### config.mk
export PLATFORM = sky130hd
export DESIGN_NAME = sst_ctrl
export DESIGN_NICKNAME = d
export VERILOG_FILES = /design/src/hw/rtl/sst_pkg.sv /design/src/hw/rtl/sst_ctrl.sv
export SDC_FILE = /design/constraint.sdc
export NUM_CORES = 1
export LEC_CHECK = 0
export BUFFER_PORTS_ARGS = -buffer_cell sky130_fd_sc_hd__buf_2
export CORE_MARGIN = 2
export CORE_UTILIZATION = 30
export DETAILED_ROUTE_END_ITERATION = 8
export PLACE_DENSITY_LB_ADDON = 0.05
export SKIP_LAST_GASP = 1
export SLEW_MARGIN = 20
export SYNTH_ARGS = -nofsm -noshare
export SYNTH_HDL_FRONTEND = slang
export SYNTH_SLANG_ARGS = --single-unit
### constraint.sdc
create_clock -name i_clk -period 2.5 [get_ports i_clk]
set_input_delay 0.5 -clock i_clk [delete_from_list [all_inputs] [get_ports i_clk]]
set_output_delay 0.5 -clock i_clk [all_outputs]
set_load 0.05 [all_outputs]
### src/hw/rtl/sst_pkg.sv
// Shared types, constants and helpers for the strongest signal table.
package sst_pkg;
    localparam int ENTRIES    = 16;
    localparam int NAME_BYTES = 32;
    localparam int IDX_W      = $clog2(ENTRIES);
    localparam int CNT_W      = $clog2(ENTRIES + 1);

    typedef enum logic [2:0] {
        REQ_CLEAR  = 3'd0,
        REQ_BEGIN  = 3'd1,
        REQ_ADD    = 3'd2,
        REQ_FINISH = 3'd3,
        REQ_LOOKUP = 3'd4,
        REQ_READ   = 3'd5
    } t_req;

    typedef enum logic [2:0] {
        ST_DONE     = 3'd0,
        ST_NOT_AVAIL = 3'd1,
        ST_STALE    = 3'd2,
        ST_NOT_FOUND = 3'd3,
        ST_FOUND    = 3'd4,
        ST_RANGE    = 3'd5
    } t_status;

    typedef enum logic [3:0] {
        S_IDLE, S_SCAN, S_MIN, S_SORT_PICK, S_SORT_SHIFT, S_SORT_DROP, S_RESP
    } t_state;

    // Commands from the controller to the datapath.
    typedef struct packed {
        logic          latch;      // capture the request
        logic          empty;      // empty the table
        logic          zero_stamp;
        logic          set_ready;  // stamp time and mark scan ready
        logic          scan_clr;   // reset the walk index
        logic          scan_step;
        logic          add_hit;    // update the matched entry
        logic          add_new;    // append at held_count
        logic          add_repl;   // replace the weakest entry
        logic          sort_pick;  // take slot i as the key
        logic          sort_shift; // move j-1 up to j
        logic          sort_drop;  // write key at j, advance i
        logic          resp_load;
    } t_cmd;

    typedef struct packed {
        t_req       req;
        logic       name_empty;
        logic       match;      // entry at walk index matches
        logic       scan_end;   // walk index reached held_count
        logic       min_end;
        logic       table_full;
        logic       stronger;   // new level beats the weakest
        logic       sort_done;  // i reached held_count
        logic       shift_go;   // key beats entry j-1 and j>0
        logic       ready;
        logic       stale;
    } t_stat;

    function automatic logic [255:0] norm_name(input logic [255:0] nm);
        logic [255:0] r;
        logic         ended;
        r = '0;
        ended = 1'b0;
        for (int b = 0; b < 32; b++) begin
            if (b >= NAME_BYTES || nm[b*8 +: 8] == 8'd0) ended = 1'b1;
            if (!ended) r[b*8 +: 8] = nm[b*8 +: 8];
        end
        return r;
    endfunction
endpackage

### src/hw/rtl/sst_ctrl.sv
// Controller state machine of the strongest signal table.
module sst_ctrl (
    input  logic           i_clk,
    input  logic           i_rst_n,
    input  logic           i_go,
    input  sst_pkg::t_stat i_stat,
    output sst_pkg::t_cmd  o_cmd,
    output logic           o_busy,
    output logic           o_strobe
);
    import sst_pkg::*;

    t_state r_state, n_state;

    always_ff @(posedge i_clk) begin
        if (!i_rst_n) r_state <= S_IDLE;
        else          r_state <= n_state;
    end

    // The request is latched on the accepting edge, so decode uses the
    // registered copy from S_SCAN onward.
    always_comb begin
        n_state = r_state;
        case (r_state)
            S_IDLE: if (i_go) n_state = S_SCAN;
            S_SCAN: begin
                case (i_stat.req)
                    REQ_ADD: begin
                        if (i_stat.name_empty) n_state = S_RESP;
                        else if (i_stat.match) n_state = S_RESP;
                        else if (i_stat.scan_end)
                            n_state = i_stat.table_full ? S_MIN : S_RESP;
                    end
                    REQ_LOOKUP: begin
                        if (i_stat.name_empty || !i_stat.ready || i_stat.stale)
                            n_state = S_RESP;
                        else if (i_stat.match || i_stat.scan_end) n_state = S_RESP;
                    end
                    REQ_FINISH: n_state = S_SORT_PICK;
                    default:    n_state = S_RESP;
                endcase
            end
            S_MIN:        if (i_stat.min_end) n_state = S_RESP;
            S_SORT_PICK:  n_state = i_stat.sort_done ? S_RESP : S_SORT_SHIFT;
            S_SORT_SHIFT: if (!i_stat.shift_go) n_state = S_SORT_DROP;
            S_SORT_DROP:  n_state = S_SORT_PICK;
            S_RESP:       n_state = S_IDLE;
            default:      n_state = S_IDLE;
        endcase
    end

    always_comb begin
        o_cmd = '0;
        o_busy = (r_state != S_IDLE);
        o_strobe = (r_state == S_RESP);
        case (r_state)
            S_IDLE: begin
                o_cmd.latch    = i_go;
                o_cmd.scan_clr = i_go;
            end
            S_SCAN: begin
                case (i_stat.req)
                    REQ_CLEAR: begin
                        o_cmd.empty = 1'b1;
                        o_cmd.zero_stamp = 1'b1;
                    end
                    REQ_BEGIN: o_cmd.empty = 1'b1;
                    REQ_ADD: begin
                        if (!i_stat.name_empty) begin
                            if (i_stat.match) o_cmd.add_hit = 1'b1;
                            else if (i_stat.scan_end) begin
                                if (!i_stat.table_full) o_cmd.add_new = 1'b1;
                                else o_cmd.scan_clr = 1'b1;
                            end else o_cmd.scan_step = 1'b1;
                        end
                    end
                    REQ_LOOKUP: begin
                        if (!(i_stat.name_empty || !i_stat.ready || i_stat.stale)
                            && !i_stat.match && !i_stat.scan_end)
                            o_cmd.scan_step = 1'b1;
                    end
                    REQ_FINISH: begin
                        o_cmd.set_ready = 1'b1;
                        o_cmd.scan_clr  = 1'b1;
                    end
                    default: ;
                endcase
            end
            S_MIN: begin
                if (i_stat.min_end) o_cmd.add_repl = i_stat.stronger;
                else o_cmd.scan_step = 1'b1;
            end
            S_SORT_PICK:  o_cmd.sort_pick = !i_stat.sort_done;
            S_SORT_SHIFT: o_cmd.sort_shift = i_stat.shift_go;
            S_SORT_DROP:  o_cmd.sort_drop = 1'b1;
            S_RESP:       o_cmd.resp_load = 1'b0;
            default: ;
        endcase
        if (n_state == S_RESP && r_state != S_RESP) o_cmd.resp_load = 1'b1;
    end

    as_strobe_one: assert property (@(posedge i_clk) disable iff (!i_rst_n)
        o_strobe |=> !o_strobe) else $error("strobe held for two cycles");
    as_busy_strobe: assert property (@(posedge i_clk) disable iff (!i_rst_n)
        o_strobe |-> o_busy) else $error("strobe while idle");
    as_go_leaves: assert property (@(posedge i_clk) disable iff (!i_rst_n)
        (i_go && !o_busy) |=> (r_state == S_SCAN)) else $error("request lost");
endmodule

==> After elaboration in Yosys (flattened, before gate mapping) <==
Cells that the tools add are included.
{ "word_totals": {"register_bits": 4, "out_inout_bits": 15, "word_cells": 68, "inputBits": 16} }
{ "classes": {"eq_ne": 12, "n_reduce_logical": 15, "muxes": 40} }
{ "op_table": {"columns": ["cell", "n"], "rows": [
  ["4-bit two-way mux", 9],
  ["4-bit case mux with 6 select lines", 1],
  ["1-bit two-way mux", 19],
  ["4-bit by 3-bit equality test with 1-bit output (second input constant)", 4],
  ["4-bit case mux with 3 select lines", 1],
  ["4-bit by 2-bit equality test with 1-bit output (second input constant)", 2],
  ["2-bit two-way mux", 4],
  ["1-bit case mux with 2 select lines", 4],
  ["3-bit by 2-bit equality test with 1-bit output (second input constant)", 2],
  ["3-bit two-way mux", 2],
  ["1-bit logical NOT", 5],
  ["4-bit by 1-bit equality test with 1-bit output (second input constant)", 1],
  ["4-bit logical NOT", 1],
  ["4-bit by 3-bit != test with 1-bit output (second input constant)", 1],
  ["4-bit nonzero test", 1],
  ["3-bit by 1-bit equality test with 1-bit output (second input constant)", 1],
  ["3-bit equality test (second input constant)", 1],
  ["1-bit logical AND", 3],
  ["3-bit logical NOT", 1],
  ["1-bit logical OR", 3],
  ["2-bit OR reduction", 1]
]} }

==> Longest topological paths before layout <==
Gate-level depths: netlist of the first run.
{ "depth": {"depth_word": 9, "depth_mapped": 5, "ltp_nobuf": 4} }

==> Worst setup path after synthesis of the first run <==
No wires, ideal clock.
{ "synth_timing": {"kind": "flip-flop to output port", "start": "register r_state[2]", "end": "output o_cmd[6] in the netlist's numbering", "path_stages_with_launch": 4, "path_buffers": 0, "arrival_ns": 2.902, "path_slack_ns": -0.902, "t_required_ns": 2.000, "cell_sequence": "dfxtp_1 > or4b_4 > or2_2 > nor4b_1"} }
{ "synth_rtl": {"columns": ["item", "line_no", "source"], "rows": [
  ["from (decl)", "sst_ctrl.sv:13", "t_state r_state, n_state;"],
  ["from (signal assigned)", "sst_ctrl.sv:17", "else r_state <= n_state;"],
  ["to (decl)", "sst_ctrl.sv:7", "output sst_pkg::t_cmd o_cmd,"]
]} }

==> flow_summary_export.csv, run 1 <==
group,metric,value,unit
outcome,outcome,"finished with violations",
outcome,violations,"setup timing",
final_layout,syn_to_final_growth,75.5,%
drt,drt_iter0_drc,6,
timing,fmax,0.389,GHz
floorplanning,die_h,43.1,µm
logic_synthesis,syn_area_per_cell,6.85,µm²
setup_path,path_cells,"buf_6 > or4_4 > or4_1 > a32oi_1 > buf_4 > nor3_4 > buf_6",
final_layout,multi_input_area,389,µm²
floorplanning,num_io_pins,31,
pwr,power.leakage,0.000375,µW
floorplanning,die_w,43.1,µm
final_layout,top_register,"r_state",
grt,grt-ovfl-total,0,
timing,fin_crit_sh,103,%
final_layout,postLayoutCoreUtil,54.8,%
floorplanning,die_area,1860,µm²
floorplanning,start_util,31.2,%
timing,hold_violations,0,
setup_path,critPathCaptureType,"primary output",
grt,grt_pass1_vias,583,
place,hpwl,1130,µm
clocking,worstSkewPairLatency,0.23,ns
grt,grt_max_degree,11,
min_path,hp-class,"in -> reg",
clocking,cts_setup_buffers,0,
logic_synthesis,yosys_warnings,0,
logic_synthesis,synthCells,67,
clocking,clkTransAtPathRegs,0.03,ns
logic_synthesis,yosysSeqAreaShare,17.4,%
final_layout,drive_above_1_share,50.4,%
setup_path,path_delay_family,"simple AND/OR/NAND/NOR gates",
drt,firstDrtPassIters,4,
logic_synthesis,synth_nets,83,
pwr,seqPwrFrac,29.7,%
grt,grt_usage,15.8,%
drt,antenna_left,0,
pwr,p_comb_share,35.1,%
clocking,cts_tree,"done",
timing,rsz0062_at_grt,"yes",
setup_path,worst_setup_path_start_kind,"primary input",
logic_synthesis,ys_ff_latch,4,
clocking,clkSinkCount,4,
clocking,cts-root-buf,"clkbuf_4",
timing,drv_slew,0,
logic_synthesis,synthTopCellsByArea,"dfxtp_1 (17%), nand2b_1 (8.2%), nor2_1 (7.4%)",
logic_synthesis,yosysTopAreaCellShare,17.4,%
run,cap_viol_max_count,0,
pwr,vdd_drop_max,0.000216,V
setup_path,cp.required,2.00,ns
pwr,p_clk_share,35.2,%
clocking,cts_buffer_depth,2,
setup_path,cp_num_buf_inv,3,
final_layout,reg.largest.list,"r_state (4)",
timing,setup_viol,1,
final_layout,finish.net_count,131,
drt,vias,648,
floorplanning,core_area,1470,µm²
pwr,switching_share,30.8,%
setup_path,slowest_stage,"or4_4",
setup_path,cp_max_fo,2,
setup_path,cp.arrival,2.07,ns
setup_path,max_stage_delay,0.53,ns
timing,setup_slack,-0.0694,ns
floorplanning,rows,14,
pwr,powerDensity,279,nW/µm²
timing,period_needed,2.57,ns
place,globalplace.congestion,0.774,
logic_synthesis,ys_types,30,
place,io_buffers,30,
drt,wl_per_cell,10.9,µm
setup_path,crit_top_cell,"buf_6",
final_layout,fill_cells,155,
pwr,switchingPower,69.1,µW
setup_path,critPathKind,"in -> out",
grt,grt_pass1_wl,2300,µm
clocking,ctsHtreeMaxLevel,1,
pwr,internal-power,156,µW
place,dp_slack,-0.243,ns
logic_synthesis,synth_top_cell_by_area,"dfxtp_1",
final_layout,n_antenna_cell,0,
final_layout,largest_reg_flops,4,
drt,drc,0,
grt,grt_antenna_before_repair,0,
timing,fin_worst_skew,0.000331,ns
drt,totalWireLength,1410,µm
drt,via_per_inst,5.02,
clocking,cts_buffers,3,
logic_synthesis,netlist_area,459,µm²
final_layout,register_area,80.1,µm²
## cells in the mapped netlist, drive strengths merged
cell type	count
a21oi	2
nor4b	1
and2b	1
or4b	1
o311ai	1
buf	1
or3b	1
or2b	1
inv	4
and3	2
nor4	2
nor2	9
o221ai	2
dfxtp	4
a32oi	1
nand2b	6
or2	2
nand2	4
a31oi	2
o21ai	2
o21bai	1
and2	1
conb	1
or4	2
o211ai	1
a221o	1
nor2b	5
nor3	3
o22ai	2
nand3	1
## placed cells by master (no fill, tap or decap), types with 2 or more instances in the layout
master,n
a21oi_1,2
a31oi_1,2
and3_1,2
buf_2,25
buf_4,16
buf_6,3
clkbuf_4,3
dfxtp_1,4
inv_1,4
nand2_1,4
nand2b_1,6
nor2_1,9
nor2b_1,5
nor3_1,2
nor4_2,2
o21ai_0,2
o221ai_1,2
o22ai_1,2
## logic make-up (layout without fill, tap and decap cells)
| family | after synthesis | count (layout) | synth area share (%) |
|---|---|---|---|
| DFF | 4 | 4 | 17.4 |
| buffers and inverters | 5 | 51 | 5.72 |
| other | 1 | 1 | 0.817 |
| and+or+nand+nor | 42 | 42 | 52.9 |
| AOI/OAI and AO/OA | 15 | 15 | 23.2 |
## power groups by stage
| stage | registers [µW] | clock network (µW) | logic, µW |
|---|---|---|---|
| finish | 66.8 | 79.2 | 78.8 |
| global route | 66.9 | 85.1 | 86.2 |
| CTS | 66.8 | 84.4 | 78.5 |
| detailed placement | 67.8 | 0 | 76.4 |
| global placement | 67.8 | 0 | 76.4 |
| floorplan | 68.6 | 0 | 37.1 |
## worst min-delay path, delay by kind of cell
kind / cells / cell delay, ns
buffers and inverters: 1 / 0.07
and+or+nand+nor: 2 / 0.26
## area by class of cell
cell class	instances	share of cell area (%)
clock buffers	3	2.80
inverters	4	1.86
multi-input cells	58	48.3
flip-flops and latches	4	9.94
well taps	16	2.48
repair buffers	44	34.6
## worst paths after layout
| kind | from | end | slack [ns] | cells past startpoint |
|---|---|---|---|---|
| worst max-delay path | i_stat[8] | o_cmd[0] | -0.07 | 7 |
| worst min-delay path | i_rst_n | r_state[1] | 0.63 | 3 |
| worst max register to register | r_state[2] | r_state[0] | 0.81 | 5 |
| worst min register to register | r_state[3] | r_state[1] | 0.67 | 3 |
## per-layer routing
metal / track usage [%] / vias up / part of all wire, %
met2: 26.0 / 16 / 48
li1: - / 337 / -
met5: 0 / - / 0
met3: 0.851 / 2 / 4.3
met1: 21.0 / 293 / 47
met4: 7.27 / 0 / 1.3
## through the flow
step	std cells	hold WS (ns)	cell area [µm²]	TNS [ns]	total power (µW)
2_1_floorplan	67	0.589	489	-0.441	106
3_3_place_gp	126	0.668	753	-0.296	144
3_5_place_dp	126	0.664	753	-0.287	144
4_1_cts	129	0.629	800	-0.0831	230
5_1_grt	129	0.659	806	-0.165	238
6_report	129	0.631	806	-0.0694	225
## timing repair
| item | in CTS | in global routing |
|---|---|---|
| setup endpoints to repair | 4 | 3 |
| hold buffers | 0 | 0 |
| pin swaps | 4 | 1 |
| resized for setup | 7 | 2 |
Note: power is estimated with default switching activity, not from simulation.
==> inputs of run 2 (changes only) <==
--- a/config.mk
+++ b/config.mk
@@ -6,8 +6,10 @@
 export NUM_CORES = 1
 export LEC_CHECK = 0
 export BUFFER_PORTS_ARGS = -buffer_cell sky130_fd_sc_hd__buf_2
+export CELL_PAD_IN_SITES_DETAIL_PLACEMENT = 1
+export CELL_PAD_IN_SITES_GLOBAL_PLACEMENT = 1
 export CORE_MARGIN = 2
-export CORE_UTILIZATION = 30
+export CORE_UTILIZATION = 25
 export DETAILED_ROUTE_END_ITERATION = 8
 export PLACE_DENSITY_LB_ADDON = 0.05
 export SKIP_LAST_GASP = 1
==> run 2 against run 1 <==
The flow still finishes with violations (setup timing); worst hold slack improved by 0.022 ns; fmax decreased by 0.39%; routed wire length is 18% higher; critical path depth is the same; clock skew rose by 0.0013 ns; worst setup slack got worse by 0.010 ns; sequential share of layout area shrank 0.15 points; clock power decreased by 3.8%; utilization shrank 7.4 points; count of clock-buffer cells in the layout stayed put; register-to-register slack barely moved; critical endpoint unchanged; largest cell class unchanged.
==> flow_summary_export.csv, run 2 (synthesized netlist as in run 1, its figures left out) <==
group,metric,value,unit
place,io_buffers,30,
grt,grtUsageMet1,21.8,%
timing,fin_worst_skew,0.00165,ns
grt,grt_max_degree,11,
min_path,min_delay_path_depth,3,
grt,grt-busiest-layer,"met2",
floorplanning,rows,15,
timing,setup_slack,-0.0793,ns
place,placed_area,749,µm²
floorplanning,num_io_pins,31,
final_layout,syn_to_final_growth,78.2,%
drt,totalWireLength,1670,µm
floorplanning,start_util,26.6,%
drt,drt_iter0_drc,11,
grt,grt-ovfl-total,0,
pwr,vdd_drop_max,0.000197,V
final_layout,fin_area,818,µm²
drt,via_per_inst,4.87,
place,dp_slack,-0.274,ns
drt,firstDrtPassIters,4,
run,cap_viol_max_count,0,
setup_path,critPathKind,"in -> out",
place,dp_cells,133,
min_path,hp-class,"in -> reg",
grt,use_met3,2.31,%
drt,wl_per_cell,12.3,µm
timing,hold_violations,0,
timing,rsz0062_at_grt,"yes",
pwr,internal-power,155,µW
timing,period_needed,2.58,ns
outcome,violations,"setup timing",
clocking,worstSkewPairLatency,0.23,ns
final_layout,final_cells,136,
pwr,seqPwrFrac,30.0,%
clocking,cts_tree,"done",
pwr,switching_share,30.5,%
grt,grt_usage,16.7,%
grt,grt_antenna_before_repair,0,
drt,vias,662,
pwr,powerDensity,273,nW/µm²
place,hpwl,1320,µm
final_layout,largest_reg_flops,4,
final_layout,top_register,"r_state",
setup_path,worst_setup_path_start_kind,"primary input",
grt,grt.met2_usage,27.7,%
floorplanning,die_w,46.9,µm
clocking,ctsHtreeMaxLevel,1,
final_layout,final_cell_mix,"buf_2 (25), buf_4 (13), nor2_1 (9)",
place,globalplace.congestion,0.693,
clocking,cts_buffers,3,
pwr,p_clk_share,34.2,%
setup_path,cp_max_fo,2,
outcome,outcome,"finished with violations",
floorplanning,die_area,2200,µm²
timing,fin_crit_sh,103,%
floorplanning,core_area,1730,µm²
clocking,cts-root-buf,"clkbuf_4",
timing,drv_slew,0,
final_layout,n_antenna_cell,0,
clocking,clkSinkCount,4,
setup_path,critPathCaptureType,"primary output",
drt,antenna_left,0,
timing,fmax,0.388,GHz
final_layout,layout_commonest_cell,"buf_2",
final_layout,drive_above_1_share,51.4,%
pwr,switchingPower,68.1,µW
clocking,clkTransAtPathRegs,0.03,ns
final_layout,reg.largest.list,"r_state (4)",
setup_path,cp.arrival,2.08,ns
grt,grt_pass1_vias,586,
final_layout,finish.net_count,129,
grt,grt_pass1_wl,2570,µm
setup_path,cp.required,2.00,ns
timing,setup_viol,1,
floorplanning,die_h,46.9,µm
setup_path,reg2reg_depth,5,
pwr,power.leakage,0.000370,µW
clocking,cts_buffer_depth,2,
pwr,p_comb_share,35.9,%
clocking,cts_setup_buffers,0,
drt,drc,0,
run 2: critical path, cell delays in order:
cell and delay, ns:
buf_6 0.09, or4_4 0.54, or4_1 0.41, a32oi_1 0.21, buf_4 0.15, nor3_4 0.03, buf_6 0.14
run 2: final timing paths:
path         startpoint    endpoint  slack [ns]
max           i_stat[7]    o_cmd[0]       -0.08
min reg2reg  r_state[3]  r_state[1]        0.69
max reg2reg  r_state[2]  r_state[0]        0.81
min             i_rst_n  r_state[1]        0.65
run 2: through the flow:
stage          hold slack (ns)  power, µW  setup TNS (ns)  util (%)
2_1_floorplan            0.589        106          -0.441         -
3_3_place_gp             0.667        142          -0.286      43.4
3_5_place_dp             0.691        143          -0.351      43.4
4_1_cts                  0.654        226         -0.0836      46.7
5_1_grt                  0.656        245          -0.118      47.4
6_report                 0.653        223         -0.0793      47.4
run 2: metal layers:
| metal | routed length [µm] | vias to the layer above |
|---|---|---|
| met5 | 0 | - |
| met4 | 0 | 0 |
| met3 | 86 | 0 |
| met2 | 820 | 20 |
| met1 | 763 | 309 |
| li1 | - | 333 |
run 2: layout make-up:
cell class                      instances  area (µm²)
Multi-Input combinational cell         58         402
Clock buffer                            3        22.5
Sequential cell                         4        80.1
Timing Repair Buffer                   42         268
Inverter                                4        15.0
Tap cell                               25        31.3
Fill cell                             240         908
run 2: timing repair:
action / in CTS / in global routing
resized for setup: 9 / 4
pin swaps: 4 / 2
setup endpoints to repair: 2 / 4
hold buffers: 0 / 0
run 2: power by group through the flow:
stage	logic, µW	clock network (µW)	registers (µW)
global placement	74.1	0	67.8
CTS	79.4	79.9	66.9
finish	80.0	76.2	66.9
detailed placement	75.5	0	67.8
global route	87.6	90.6	67.0
floorplan	37.1	0	68.6
